[config.mk]
export PLATFORM = sky130hd
export DESIGN_NAME = lfu_cache_lookup_and_replace_unit
export DESIGN_NICKNAME = d
export VERILOG_FILES = /design/src/sv/lfu_pkg.sv /design/src/sv/lfu_cache_lookup_and_replace_unit.sv /design/src/sv/lfu_datapath.sv /design/src/sv/lfu_ctrl.sv
export VERILOG_INCLUDE_DIRS = /design/src /design/src/sv
export SDC_FILE = /design/constraint.sdc
export NUM_CORES = 2
export LEC_CHECK = 0
export BUFFER_PORTS_ARGS = -buffer_cell sky130_fd_sc_hd__buf_2
export CAP_MARGIN = 20
export CORE_AREA = 2 2 355 357
export CTS_CLUSTER_DIAMETER = 30
export DETAILED_ROUTE_END_ITERATION = 8
export DIE_AREA = 0 0 357 359
export PLACE_DENSITY_LB_ADDON = 0.12
export SYNTH_ARGS = -nofsm -noshare
export SYNTH_HDL_FRONTEND = slang
export SYNTH_HIERARCHICAL = 1
export SYNTH_SLANG_ARGS = --single-unit
[constraint.sdc]
create_clock -name i_clk -period 27.3 [get_ports i_clk]
set_input_delay 5.46 -clock i_clk [delete_from_list [all_inputs] [get_ports i_clk]]
set_output_delay 5.46 -clock i_clk [all_outputs]
set_load 0.1 [all_outputs]
[src/sv/lfu_cache_lookup_and_replace_unit_defines.svh]
// Assertion macros used by the RTL controller (lfu_ctrl).
`ifndef LFU_CACHE_LOOKUP_AND_REPLACE_UNIT_DEFINES_SVH
`define LFU_CACHE_LOOKUP_AND_REPLACE_UNIT_DEFINES_SVH

`ifndef SYNTHESIS
`define LFU_ASSERT(lbl, clk, rstn, prop) \
    lbl: assert property (@(posedge clk) disable iff (!(rstn)) (prop)) \
        else $error("assertion failed");
`define LFU_ASSERT_NEVER(lbl, clk, rstn, cond) \
    lbl: assert property (@(posedge clk) disable iff (!(rstn)) !(cond)) \
        else $error("forbidden condition seen");
`else
`define LFU_ASSERT(lbl, clk, rstn, prop)
`define LFU_ASSERT_NEVER(lbl, clk, rstn, cond)
`endif

`endif

[src/sv/lfu_pkg.sv]
package lfu_pkg;

    localparam int LFU_ENTRIES = 16;
    localparam int KEY_W       = 31;
    localparam int VAL_W       = 31;
    localparam int CNT_W       = 32;
    localparam int CAP_W       = 5;
    localparam logic [CAP_W-1:0] CAP_RESET = 5'd16;

    localparam logic KIND_GET = 1'b0;
    localparam logic KIND_PUT = 1'b1;

    typedef struct packed {
        logic load;    // latch request, clear scan accumulators
        logic rd;      // read entry at address
        logic upd;     // read is part of the rank/valid update pass
        logic decide;  // pick slot, write key/value/count record
        logic resp;    // load output register
    } t_cmd;

    typedef struct packed {
        logic kind;
        logic hit;
        logic cap_zero;
    } t_status;

endpackage

[src/sv/lfu_cache_lookup_and_replace_unit.sv]
// LFU key/value cache, one transaction at a time.
// A get on a miss returns its result after the tag/count scan; a get on a hit
// returns it after the scan and then a rank update pass (one memory read port).
// A put runs the scan and the update pass (only the scan at capacity 0) before the
// next input is accepted; after a get, once its result is taken. Input stalls meanwhile.
// Synchronous active-low reset empties the cache and sets capacity to 16.
module lfu_cache_lookup_and_replace_unit import lfu_pkg::*; #(
    parameter int ENTRIES = LFU_ENTRIES
) (
    input  logic             i_clk,
    input  logic             i_rst_n,
    input  logic             i_valid,
    output logic             o_stall,
    input  logic             i_kind,
    input  logic [KEY_W-1:0] i_lookup_key,
    input  logic [VAL_W-1:0] i_store_value,
    output logic             o_valid,
    input  logic             i_stall,
    output logic             o_hit,
    output logic [VAL_W-1:0] o_read_value,
    input  logic             i_cfg_we,
    input  logic [CAP_W-1:0] i_cfg_wdata
);

    localparam int IW = (ENTRIES > 1) ? $clog2(ENTRIES) : 1;

    t_cmd          cmd;
    t_status       status;
    logic [IW-1:0] addr;

    lfu_ctrl #(.ENTRIES(ENTRIES), .IW(IW)) u_ctrl (
        .i_clk    (i_clk),
        .i_rst_n  (i_rst_n),
        .i_valid  (i_valid),
        .o_stall  (o_stall),
        .o_valid  (o_valid),
        .i_stall  (i_stall),
        .o_cmd    (cmd),
        .o_addr   (addr),
        .i_status (status)
    );

    lfu_datapath #(.ENTRIES(ENTRIES), .IW(IW)) u_dp (
        .i_clk         (i_clk),
        .i_rst_n       (i_rst_n),
        .i_cmd         (cmd),
        .i_addr        (addr),
        .o_status      (status),
        .i_kind        (i_kind),
        .i_lookup_key  (i_lookup_key),
        .i_store_value (i_store_value),
        .i_cfg_we      (i_cfg_we),
        .i_cfg_wdata   (i_cfg_wdata),
        .o_hit         (o_hit),
        .o_read_value  (o_read_value)
    );

endmodule

[src/sv/lfu_datapath.sv]
module lfu_datapath import lfu_pkg::*; #(
    parameter int ENTRIES = LFU_ENTRIES,
    parameter int IW      = (ENTRIES > 1) ? $clog2(ENTRIES) : 1
) (
    input  logic             i_clk,
    input  logic             i_rst_n,
    input  t_cmd             i_cmd,
    input  logic [IW-1:0]    i_addr,
    output t_status          o_status,
    input  logic             i_kind,
    input  logic [KEY_W-1:0] i_lookup_key,
    input  logic [VAL_W-1:0] i_store_value,
    input  logic             i_cfg_we,
    input  logic [CAP_W-1:0] i_cfg_wdata,
    output logic             o_hit,
    output logic [VAL_W-1:0] o_read_value
);

    localparam int UW = $clog2(ENTRIES + 1);
    localparam int RW = IW;
    localparam int RECW = KEY_W + VAL_W + CNT_W;

    logic [CAP_W-1:0]   r_cap;
    logic [ENTRIES-1:0] r_valid;
    logic [RECW-1:0]    r_kv_mem [ENTRIES];
    logic [RW-1:0]      r_rank_mem [ENTRIES];

    logic [RECW-1:0]    r_rd_rec;
    logic [RW-1:0]      r_rd_rank;
    logic               r_p_vld;
    logic               r_p_upd;
    logic [IW-1:0]      r_p_idx;

    logic               r_kind;
    logic [KEY_W-1:0]   r_key;
    logic [VAL_W-1:0]   r_val;

    logic               r_hit;
    logic [IW-1:0]      r_hit_idx;
    logic [VAL_W-1:0]   r_hit_val;
    logic [CNT_W-1:0]   r_hit_cnt;
    logic [RW-1:0]      r_hit_rank;
    logic [UW-1:0]      r_used;
    logic               r_free_found;
    logic [IW-1:0]      r_free_idx;
    logic               r_vic_found;
    logic [IW-1:0]      r_vic_idx;
    logic [CNT_W-1:0]   r_vic_cnt;
    logic [RW-1:0]      r_vic_rank;

    logic               r_ins;
    logic               r_evict;
    logic [IW-1:0]      r_slot;
    logic [RW-1:0]      r_ref_rank;

    logic               r_out_hit;
    logic [VAL_W-1:0]   r_out_val;

    logic [KEY_W-1:0]   rd_key;
    logic [VAL_W-1:0]   rd_val;
    logic [CNT_W-1:0]   rd_cnt;
    logic               p_v;
    logic               vic_better;
    logic               full;
    logic [CAP_W-1:0]   eff_cap;
    logic               n_ins;
    logic               n_evict;
    logic [IW-1:0]      n_slot;
    logic [RECW-1:0]    n_rec;
    logic [RW-1:0]      rank_w;

    assign rd_key = r_rd_rec[RECW-1 -: KEY_W];
    assign rd_val = r_rd_rec[CNT_W +: VAL_W];
    assign rd_cnt = r_rd_rec[CNT_W-1:0];
    assign p_v    = r_valid[r_p_idx];

    assign vic_better = !r_vic_found || (rd_cnt < r_vic_cnt) ||
                        ((rd_cnt == r_vic_cnt) && (r_rd_rank > r_vic_rank));

    always_comb begin
        if (32'(r_cap) > 32'(ENTRIES)) begin
            eff_cap = CAP_W'(ENTRIES);
        end else begin
            eff_cap = r_cap;
        end
        full    = 32'(r_used) >= 32'(eff_cap);
        n_ins   = (r_kind == KIND_PUT) && !r_hit;
        n_evict = n_ins && full;
        if (!n_ins) begin
            n_slot = r_hit_idx;
        end else if (n_evict) begin
            n_slot = (r_free_found && (r_free_idx < r_vic_idx)) ? r_free_idx : r_vic_idx;
        end else begin
            n_slot = r_free_idx;
        end
        if (n_ins) begin
            n_rec = {r_key, r_val, CNT_W'(1)};
        end else begin
            n_rec = {r_key, (r_kind == KIND_PUT) ? r_val : r_hit_val,
                     (r_hit_cnt == '1) ? r_hit_cnt : r_hit_cnt + CNT_W'(1)};
        end
    end

    // new rank of the entry under the update pass
    always_comb begin
        rank_w = r_rd_rank;
        if (r_p_idx == r_slot) begin
            rank_w = '0;
        end else if (r_ins) begin
            if (r_evict && (r_rd_rank > r_ref_rank)) begin
                rank_w = r_rd_rank;
            end else begin
                rank_w = r_rd_rank + RW'(1);
            end
        end else if (r_rd_rank < r_ref_rank) begin
            rank_w = r_rd_rank + RW'(1);
        end
    end

    always_ff @(posedge i_clk) begin
        if (i_cmd.rd) begin
            r_rd_rec  <= r_kv_mem[i_addr];
            r_rd_rank <= r_rank_mem[i_addr];
        end
        if (i_cmd.decide) begin
            r_kv_mem[n_slot] <= n_rec;
        end
        if (r_p_vld && r_p_upd) begin
            r_rank_mem[r_p_idx] <= rank_w;
        end
    end

    always_ff @(posedge i_clk) begin
        if (!i_rst_n) begin
            r_cap        <= CAP_RESET;
            r_valid      <= '0;
            r_p_vld      <= 1'b0;
            r_p_upd      <= 1'b0;
            r_p_idx      <= '0;
            r_hit        <= 1'b0;
            r_used       <= '0;
            r_free_found <= 1'b0;
            r_vic_found  <= 1'b0;
            r_ins        <= 1'b0;
            r_evict      <= 1'b0;
            r_out_hit    <= 1'b0;
        end else begin
            if (i_cfg_we) begin
                r_cap <= i_cfg_wdata;
            end
            r_p_vld <= i_cmd.rd;
            r_p_upd <= i_cmd.upd;
            r_p_idx <= i_addr;
            if (i_cmd.load) begin
                r_kind       <= i_kind;
                r_key        <= i_lookup_key;
                r_val        <= i_store_value;
                r_hit        <= 1'b0;
                r_used       <= '0;
                r_free_found <= 1'b0;
                r_vic_found  <= 1'b0;
            end
            if (r_p_vld && !r_p_upd) begin
                if (p_v) begin
                    r_used <= r_used + UW'(1);
                    if (!r_hit && (rd_key == r_key)) begin
                        r_hit      <= 1'b1;
                        r_hit_idx  <= r_p_idx;
                        r_hit_val  <= rd_val;
                        r_hit_cnt  <= rd_cnt;
                        r_hit_rank <= r_rd_rank;
                    end
                    if (vic_better) begin
                        r_vic_found <= 1'b1;
                        r_vic_idx   <= r_p_idx;
                        r_vic_cnt   <= rd_cnt;
                        r_vic_rank  <= r_rd_rank;
                    end
                end else if (!r_free_found) begin
                    r_free_found <= 1'b1;
                    r_free_idx   <= r_p_idx;
                end
            end
            if (i_cmd.decide) begin
                r_ins      <= n_ins;
                r_evict    <= n_evict;
                r_slot     <= n_slot;
                r_ref_rank <= n_ins ? r_vic_rank : r_hit_rank;
            end
            if (r_p_vld && r_p_upd && r_ins) begin
                if (r_p_idx == r_slot) begin
                    r_valid[r_p_idx] <= 1'b1;
                end else if (r_evict && (r_p_idx == r_vic_idx)) begin
                    r_valid[r_p_idx] <= 1'b0;
                end
            end
            if (i_cmd.resp) begin
                r_out_hit <= r_hit;
                r_out_val <= r_hit ? r_hit_val : '0;
            end
        end
    end

    assign o_status.kind     = r_kind;
    assign o_status.hit      = r_hit;
    assign o_status.cap_zero = (r_cap == '0);
    assign o_hit             = r_out_hit;
    assign o_read_value      = r_out_val;

endmodule

[src/sv/lfu_ctrl.sv]
`include "lfu_cache_lookup_and_replace_unit_defines.svh"

module lfu_ctrl import lfu_pkg::*; #(
    parameter int ENTRIES = LFU_ENTRIES,
    parameter int IW      = (ENTRIES > 1) ? $clog2(ENTRIES) : 1
) (
    input  logic          i_clk,
    input  logic          i_rst_n,
    input  logic          i_valid,
    output logic          o_stall,
    output logic          o_valid,
    input  logic          i_stall,
    output t_cmd          o_cmd,
    output logic [IW-1:0] o_addr,
    input  t_status       i_status
);

    typedef enum logic [2:0] {
        S_IDLE, S_SCAN, S_DRAIN, S_DECIDE, S_UPD, S_UDRAIN, S_RESP
    } t_state;

    t_state        r_state;
    logic [IW-1:0] r_idx;
    logic          r_busy;
    logic          r_out_valid;
    logic          accept;
    logic          last;

    assign accept = i_valid && !r_busy;
    assign last   = (r_idx == IW'(ENTRIES - 1));

    always_comb begin
        o_cmd        = '0;
        o_cmd.load   = accept;
        o_cmd.rd     = (r_state == S_SCAN) || (r_state == S_UPD);
        o_cmd.upd    = (r_state == S_UPD);
        o_cmd.decide = (r_state == S_DECIDE) &&
                       !((i_status.kind == KIND_GET) && !i_status.hit) &&
                       !((i_status.kind == KIND_PUT) && i_status.cap_zero);
        o_cmd.resp   = ((r_state == S_DECIDE) && (i_status.kind == KIND_GET) &&
                        !i_status.hit) ||
                       ((r_state == S_UDRAIN) && (i_status.kind == KIND_GET));
    end

    always_ff @(posedge i_clk) begin
        if (!i_rst_n) begin
            r_state     <= S_IDLE;
            r_idx       <= '0;
            r_busy      <= 1'b0;
            r_out_valid <= 1'b0;
        end else begin
            unique case (r_state)
                S_IDLE: begin
                    if (accept) begin
                        r_busy  <= 1'b1;
                        r_idx   <= '0;
                        r_state <= S_SCAN;
                    end
                end
                S_SCAN: begin
                    r_idx <= r_idx + IW'(1);
                    if (last) begin
                        r_state <= S_DRAIN;
                    end
                end
                S_DRAIN: begin
                    r_state <= S_DECIDE;
                end
                S_DECIDE: begin
                    r_idx <= '0;
                    if (o_cmd.resp) begin
                        r_out_valid <= 1'b1;
                        r_state     <= S_RESP;
                    end else if (o_cmd.decide) begin
                        r_state <= S_UPD;
                    end else begin
                        r_busy  <= 1'b0;
                        r_state <= S_IDLE;
                    end
                end
                S_UPD: begin
                    r_idx <= r_idx + IW'(1);
                    if (last) begin
                        r_state <= S_UDRAIN;
                    end
                end
                S_UDRAIN: begin
                    if (o_cmd.resp) begin
                        r_out_valid <= 1'b1;
                        r_state     <= S_RESP;
                    end else begin
                        r_busy  <= 1'b0;
                        r_state <= S_IDLE;
                    end
                end
                S_RESP: begin
                    if (!i_stall) begin
                        r_out_valid <= 1'b0;
                        r_busy      <= 1'b0;
                        r_state     <= S_IDLE;
                    end
                end
                default: begin
                    r_state <= S_IDLE;
                end
            endcase
        end
    end

    assign o_stall = r_busy;
    assign o_valid = r_out_valid;
    assign o_addr  = r_idx;

    `LFU_ASSERT(a_valid_busy, i_clk, i_rst_n, r_out_valid |-> r_busy)
    `LFU_ASSERT(a_accept_scan, i_clk, i_rst_n, accept |=> (r_busy && r_state == S_SCAN))
    `LFU_ASSERT(a_drain_decide, i_clk, i_rst_n, (r_state == S_DRAIN) |=> (r_state == S_DECIDE))
    `LFU_ASSERT_NEVER(a_idle_busy, i_clk, i_rst_n, (r_state == S_IDLE) && r_out_valid)

endmodule

Word level (Yosys, flattened, before mapping)
Memory sizes are Yosys's and may differ from the RTL's. A register that Yosys moved wholly into a read port is not among the register bits.
Index checks and enable logic that the tools add are counted.
{ "word_totals": {"ff_bits": 264, "mem_bits_rw": 1568, "output_inout_bits": 34, "n_memories": 2, "inputBits": 73, "word_cells": 174} }
{ "mem_list": {"columns": ["name", "words", "width", "rd", "rd_ports_with_merged_regs", "wr", "line_no", "text"], "rows": [
  ["u_dp.r_kv_mem", 16, 94, 1, 1, 1, "lfu_datapath.sv:25", "logic [RECW-1:0] r_kv_mem [ENTRIES];"],
  ["u_dp.r_rank_mem", 16, 4, 1, 1, 1, "lfu_datapath.sv:26", "logic [RW-1:0] r_rank_mem [ENTRIES];"]
]} }
{ "classes": {"addsub": 4, "muxes": 55, "n_lt_le_gt_ge": 9, "bitwise": 6, "reduce_logical": 48, "eq_ne": 20} }
{ "op_table": {"columns": ["cell", "count"], "rows": [
  ["$mux 63", 1],
  ["$mux 4", 9],
  ["$add 32x1->32 const B", 1],
  ["$eq 32x32->1", 1],
  ["$eq 32x32->1 const B", 1],
  ["$lt 32x32->1", 1],
  ["$mux 16", 2],
  ["$mux 32", 1],
  ["$eq 31x31->1", 1],
  ["$mux 31", 1],
  ["$mux 1", 24],
  ["$mux 3", 7],
  ["$pmux 3 s7", 1],
  ["$mux 5", 4],
  ["$logic_and 1x1->1", 19],
  ["$and 16x16->16", 1],
  ["$not 16->16", 1],
  ["$or 16x16->16", 1],
  ["$reduce_and 4->1", 4],
  ["$pmux 4 s3", 1],
  ["$ne 2x2->1 const B", 5],
  ["$reduce_and 2->1", 5],
  ["$eq 3x3->1 const B", 3],
  ["$add 4x1->4 const B", 2],
  ["27 further kinds", 45]
]} }

Longest topological paths before layout
{ "logic_depth": {"depth_word": 8, "ltp_mapped": 10, "ltp_nobuf": 10} }

By module
The synthesis kept the hierarchy.
{ "by_module_without_submodules": {"columns": ["module", "cells_each", "instances", "area_each_um2"], "rows": [
  ["lfu_datapath", 3186, 1, 73380.4],
  ["lfu_ctrl", 81, 1, 638.1]
]} }

Worst setup path before layout
Ideal clock, no wire load.
{ "synth_path": {"kind": "register to register", "start": "reg u_dp.r_cap[4]", "end": "mem u_dp/r_kv_mem[10][0] in the netlist's numbering (enable)", "arrival_time_ps": 11648, "path_stages_with_launch": 11, "setup_slack_ps": 14842, "n_path_buf": 0, "required_time_ps": 26490, "path_cell_list": "dfxtp_1 -> inv_1 -> nand2_1 -> ha_1 -> a21oi_1 -> o21ai_1 -> a41oi_4 -> nor2_2 -> a221oi_4 -> inv_4 -> nor4b_1"} }
{ "synth_between": {"elab_chain_len": 6, "word_cells_on_any_way": 12, "classes_between": "order compare: 2; mux: 5; reduce/logical: 5"} }
{ "synth_lines": {"columns": ["element", "line_no", "text"], "rows": [
  ["start: declaration", "lfu_datapath.sv:23", "logic [CAP_W-1:0] r_cap;"],
  ["start signal: assignment", "lfu_datapath.sv:149", "r_cap <= i_cfg_wdata;"],
  ["$gt 5x5->1", "lfu_datapath.sv:81", "if (32'(r_cap) > 32'(ENTRIES)) begin"],
  ["$mux 5 *", "lfu_datapath.sv:81", null],
  ["$ge 5x5->1 *", "lfu_datapath.sv:86", "full = 32'(r_used) >= 32'(eff_cap);"],
  ["$logic_and 1x1->1 *", "lfu_datapath.sv:88", "n_evict = n_ins && full;"],
  ["$mux 4 *", "lfu_datapath.sv:91", "end else if (n_evict) begin"],
  ["$mux 4 *", "lfu_datapath.sv:89", "if (!n_ins) begin"],
  ["net u_dp.n_slot[2]", "lfu_datapath.sv:68", "logic [IW-1:0] n_slot;"],
  ["end: declaration", "lfu_datapath.sv:25", null]
]} }
Mark *: on every way through the listed nets, which the timed path passes. The rest lies on a longest branch.

Worst setup path in the final report
{ "layout_path": {"start": "in i_rst_n", "end": "reg u_dp.r_hit_val[15] (enable)"} }
{ "layout_between": {"elab_chain_len": 1} }
{ "layout_lines": {"columns": ["element", "line_no", "text"], "rows": [
  ["start: declaration", "lfu_cache_lookup_and_replace_unit.sv:11", "input logic i_rst_n,"],
  ["$reduce_and 4->1 (no source line)", null, null],
  ["end signal: assignment", "lfu_datapath.sv:169", "r_hit_val <= rd_val;"],
  ["end: declaration", "lfu_datapath.sv:40", "logic [VAL_W-1:0] r_hit_val;"]
]} }
No other way between the ends.
A chain may end at the register's enable or synchronous reset.

==> flow_summary.json <==
{
  "slew_headroom_pct": 20.5,
  "multiInputGateArea_mm2": 0.0158,
  "fin_setup_tns_ps": 0,
  "max_cap_viol_count": 0,
  "synthXorXnorAreaFrac_pct": 0.828,
  "worst_pin_slew_ps": 1190,
  "synth_compound_gate_area_share_pct": 1.27,
  "rsz0062_at_grt": "false",
  "worstPathRequired_ps": 27810,
  "rows": 130,
  "holdPathEnd": "u_dp/r_hit_val[7]",
  "path_max_fanout": 47,
  "ir_drop_mv": 0.0786,
  "critPathKind": "in2reg",
  "synth.distinct_cells": 68,
  "min_path_type": "reg2reg",
  "min_path_cells": 0,
  "initialDrtViolationCount": 4145,
  "antenna_found_initial": 3,
  "io-pin-count": 107,
  "synth_top_cell_by_area": "edfxtp_1",
  "dieWidth_um": 357,
  "postSynthNetCount": 3392,
  "grt_overflow": 0,
  "yosys.area_share.simple_pct": 2.44,
  "antenna_cells_inserted": 0,
  "grt_max_degree": 152,
  "grt_pass1_wl_mm": 249,
  "drc": 0,
  "status": "complete, no violations",
  "regArea_mm2": 0.0575,
  "routed_wl_mm": 168,
  "yosys.area.top_type_share_pct": 76.4,
  "r2r_setup_slack_ps": 22520,
  "yosys-mux-area-fraction_pct": 15.7,
  "post_cts_buffers": 0,
  "async_reset_ff_share_pct": 0,
  "crit_path_end_kind": "register",
  "slew_violations": 0,
  "avgSynthCellArea_um2": 22.7,
  "portBuffers": 106,
  "cp-startpoint": "i_rst_n",
  "path_clk_slew_ps": 50,
  "ys_seq_elements": 1930,
  "dieArea_mm2": 0.128,
  "hold_start": "u_dp/r_rd_rec[39]",
  "yosysWarnings": 6,
  "cts.sinks": 1930,
  "gp_congestion": 0.857,
  "final_common_cell": "edfxtp_1",
  "fin_skew_ps": 53.3,
  "powerDensity_mw_per_mm2": 96.8,
  "fmax_mhz": 135,
  "synth_cells": 3267,
  "area_growth_pct": 20.1,
  "finalCritPeriodShare_pct": 27.2,
  "hold_viol_final": 0,
  "cts_made_buffers": 358,
  "hold_buffers": 0,
  "drive_gt1_share_pct": 33.8,
  "finalCriticalPeriod_ps": 7420,
  "post-dp-hpwl_mm": 80.9,
  "clock_latency_ps": 910,
  "wire_per_inst_um": 30.1,
  "grt_pass1_vias": 37622,
  "synth_area_leaders": "edfxtp_1 (76%), mux4_2 (15%), dfxtp_1 (1.3%), ha_1 (0.88%), xnor2_1 (0.52%)",
  "synth_edf_count": 1883,
  "netlist_area_mm2": 0.0740,
  "die_h_um": 359,
  "setup_violations": 0,
  "post_cts_resize_count": 0,
  "worstPathArrival_ps": 7930,
  "track_usage_pct": 26.7,
  "nFillCells": 7132,
  "cts_tree": "done",
  "rr_worst_depth": 9,
  "route.vias.total": 36235,
  "synth-seq-area-share_pct": 77.7,
  "final_cell_count_no_fill": 5596,
  "dp.cells": 4949,
  "viasPerCell": 6.48,
  "final_nets": 3792,
  "core_mm2": 0.125,
  "mostFrequentLayoutCells": "edfxtp_1 (1883), mux4_2 (494), clkbuf_16 (363)",
  "root_buffer": "clkbuf_16",
  "ant_nets": 0,
  "p_leak_nw": 28.6,
  "r2r-end": "u_dp/r_kv_mem[14][52]",
  "regToRegStartpoint": "u_dp/r_kind",
  "htreeDepth": 5,
  "synth_ff_type": "edfxtp_1",
  "crit_path_start_kind": "primary input",
  "synth_top_family_by_area": "multiplexers",
  "start_util_pct": 59.4,
  "clockBufferDepth": 4,
  "dr.pass1.iters": 5,
  "synthAdderAreaFrac_pct": 0.879
}
worst max-delay path: stages:
cell,delay [ps]
buf_2,570
and3_1,330
nor2b_4,650
buf_4,800
sequential cells by signal (all words and copies together) (netlist names), 5 cells and up, named ones only:
| signal | flops |
|---|---|
| u_dp/r_hit_cnt | 32 |
| u_dp/r_rd_rec | 94 |
| u_dp/r_val | 31 |
| u_dp/r_kv_mem | 1504 |
| u_dp/r_key | 31 |
| u_dp/o_read_value | 31 |
| u_dp/r_rank_mem | 64 |
| u_dp/r_used | 5 |
| u_dp/r_vic_cnt | 32 |
| u_dp/r_hit_val | 31 |
| u_dp/r_cap | 5 |
synth_stat cells (26+ instances only):
cell	number
edfxtp_1	1883
mux4_2	494
clkbuf_1	91
nor2_1	59
inv_1	56
ha_1	52
and2_1	47
dfxtp_1	47
buf_2	46
nand2_1	45
xnor2_1	44
o21ai_0	39
nand4_1	36
mux2_2	32
a21oi_1	28
xor2_1	26
routing by layer:
layer	up-vias	GRT usage [%]	share of wire (%)
met5	-	0	0
met4	0	7.52	2.1
met3	301	5.35	8.0
met2	1883	42.3	50
met1	19339	38.7	40
li1	14712	-	-
kinds of logic (layout without fill, tap and decap cells):
group | Yosys count | after routing
flip-flops | 1930 | 1930
multiplexers | 541 | 541
AND/OR/NAND/NOR | 325 | 325
buffers and inverters | 210 | 889
AO/OA/AOI/OAI | 139 | 139
XOR/XNOR | 70 | 70
adder cells (fa/ha/maj) | 52 | 52
power breakdown:
| group | switching [mW] | internal, mW | leakage (nW) |
|---|---|---|---|
| Combinational | 0.373 | 0.376 | 5.37 |
| Clock | 1.46 | 2.92 | 5.76 |
| Sequential | 0.0873 | 3.39 | 17.4 |
how the worst max path moves through the flow:
stage	slack, ps	endpoint	cells past startpoint
detailed placement	19050	u_dp/r_hit_val[17]	4
floorplan	14840	u_dp/r_kv_mem[10][0]	10
global placement	19110	u_dp/r_hit_val[17]	4
global route	19790	u_dp/r_hit_val[16]	4
CTS	19990	u_dp/r_hit_val[16]	4
finish	19880	u_dp/r_hit_val[15]	4
cell type report:
cell class              instances  area share [%]
flip-flops and latches       1930            64.7
repair buffers                191            1.42
multi-input cells            1127            17.7
well taps                    1650            2.32
clock buffers                 390            10.3
clock inverters               249            3.25
inverters                      59           0.255
per-stage QoR:
step | area, µm² | hold WS (ps) | total power, mW | worst slack (ps) | util, %
finish | 88900 | 382 | 8.60 | 19880 | 71.3
global route | 88900 | 376 | 8.85 | 19790 | 71.3
CTS | 88800 | 370 | 8.65 | 19990 | 71.2
detailed placement | 76700 | 405 | 4.26 | 19050 | 61.6
global placement | 76700 | 403 | 4.24 | 19110 | 61.6
floorplan | 74000 | 400 | 4.07 | 14840 | -
Note: power is estimated with default switching activity, not from simulation.
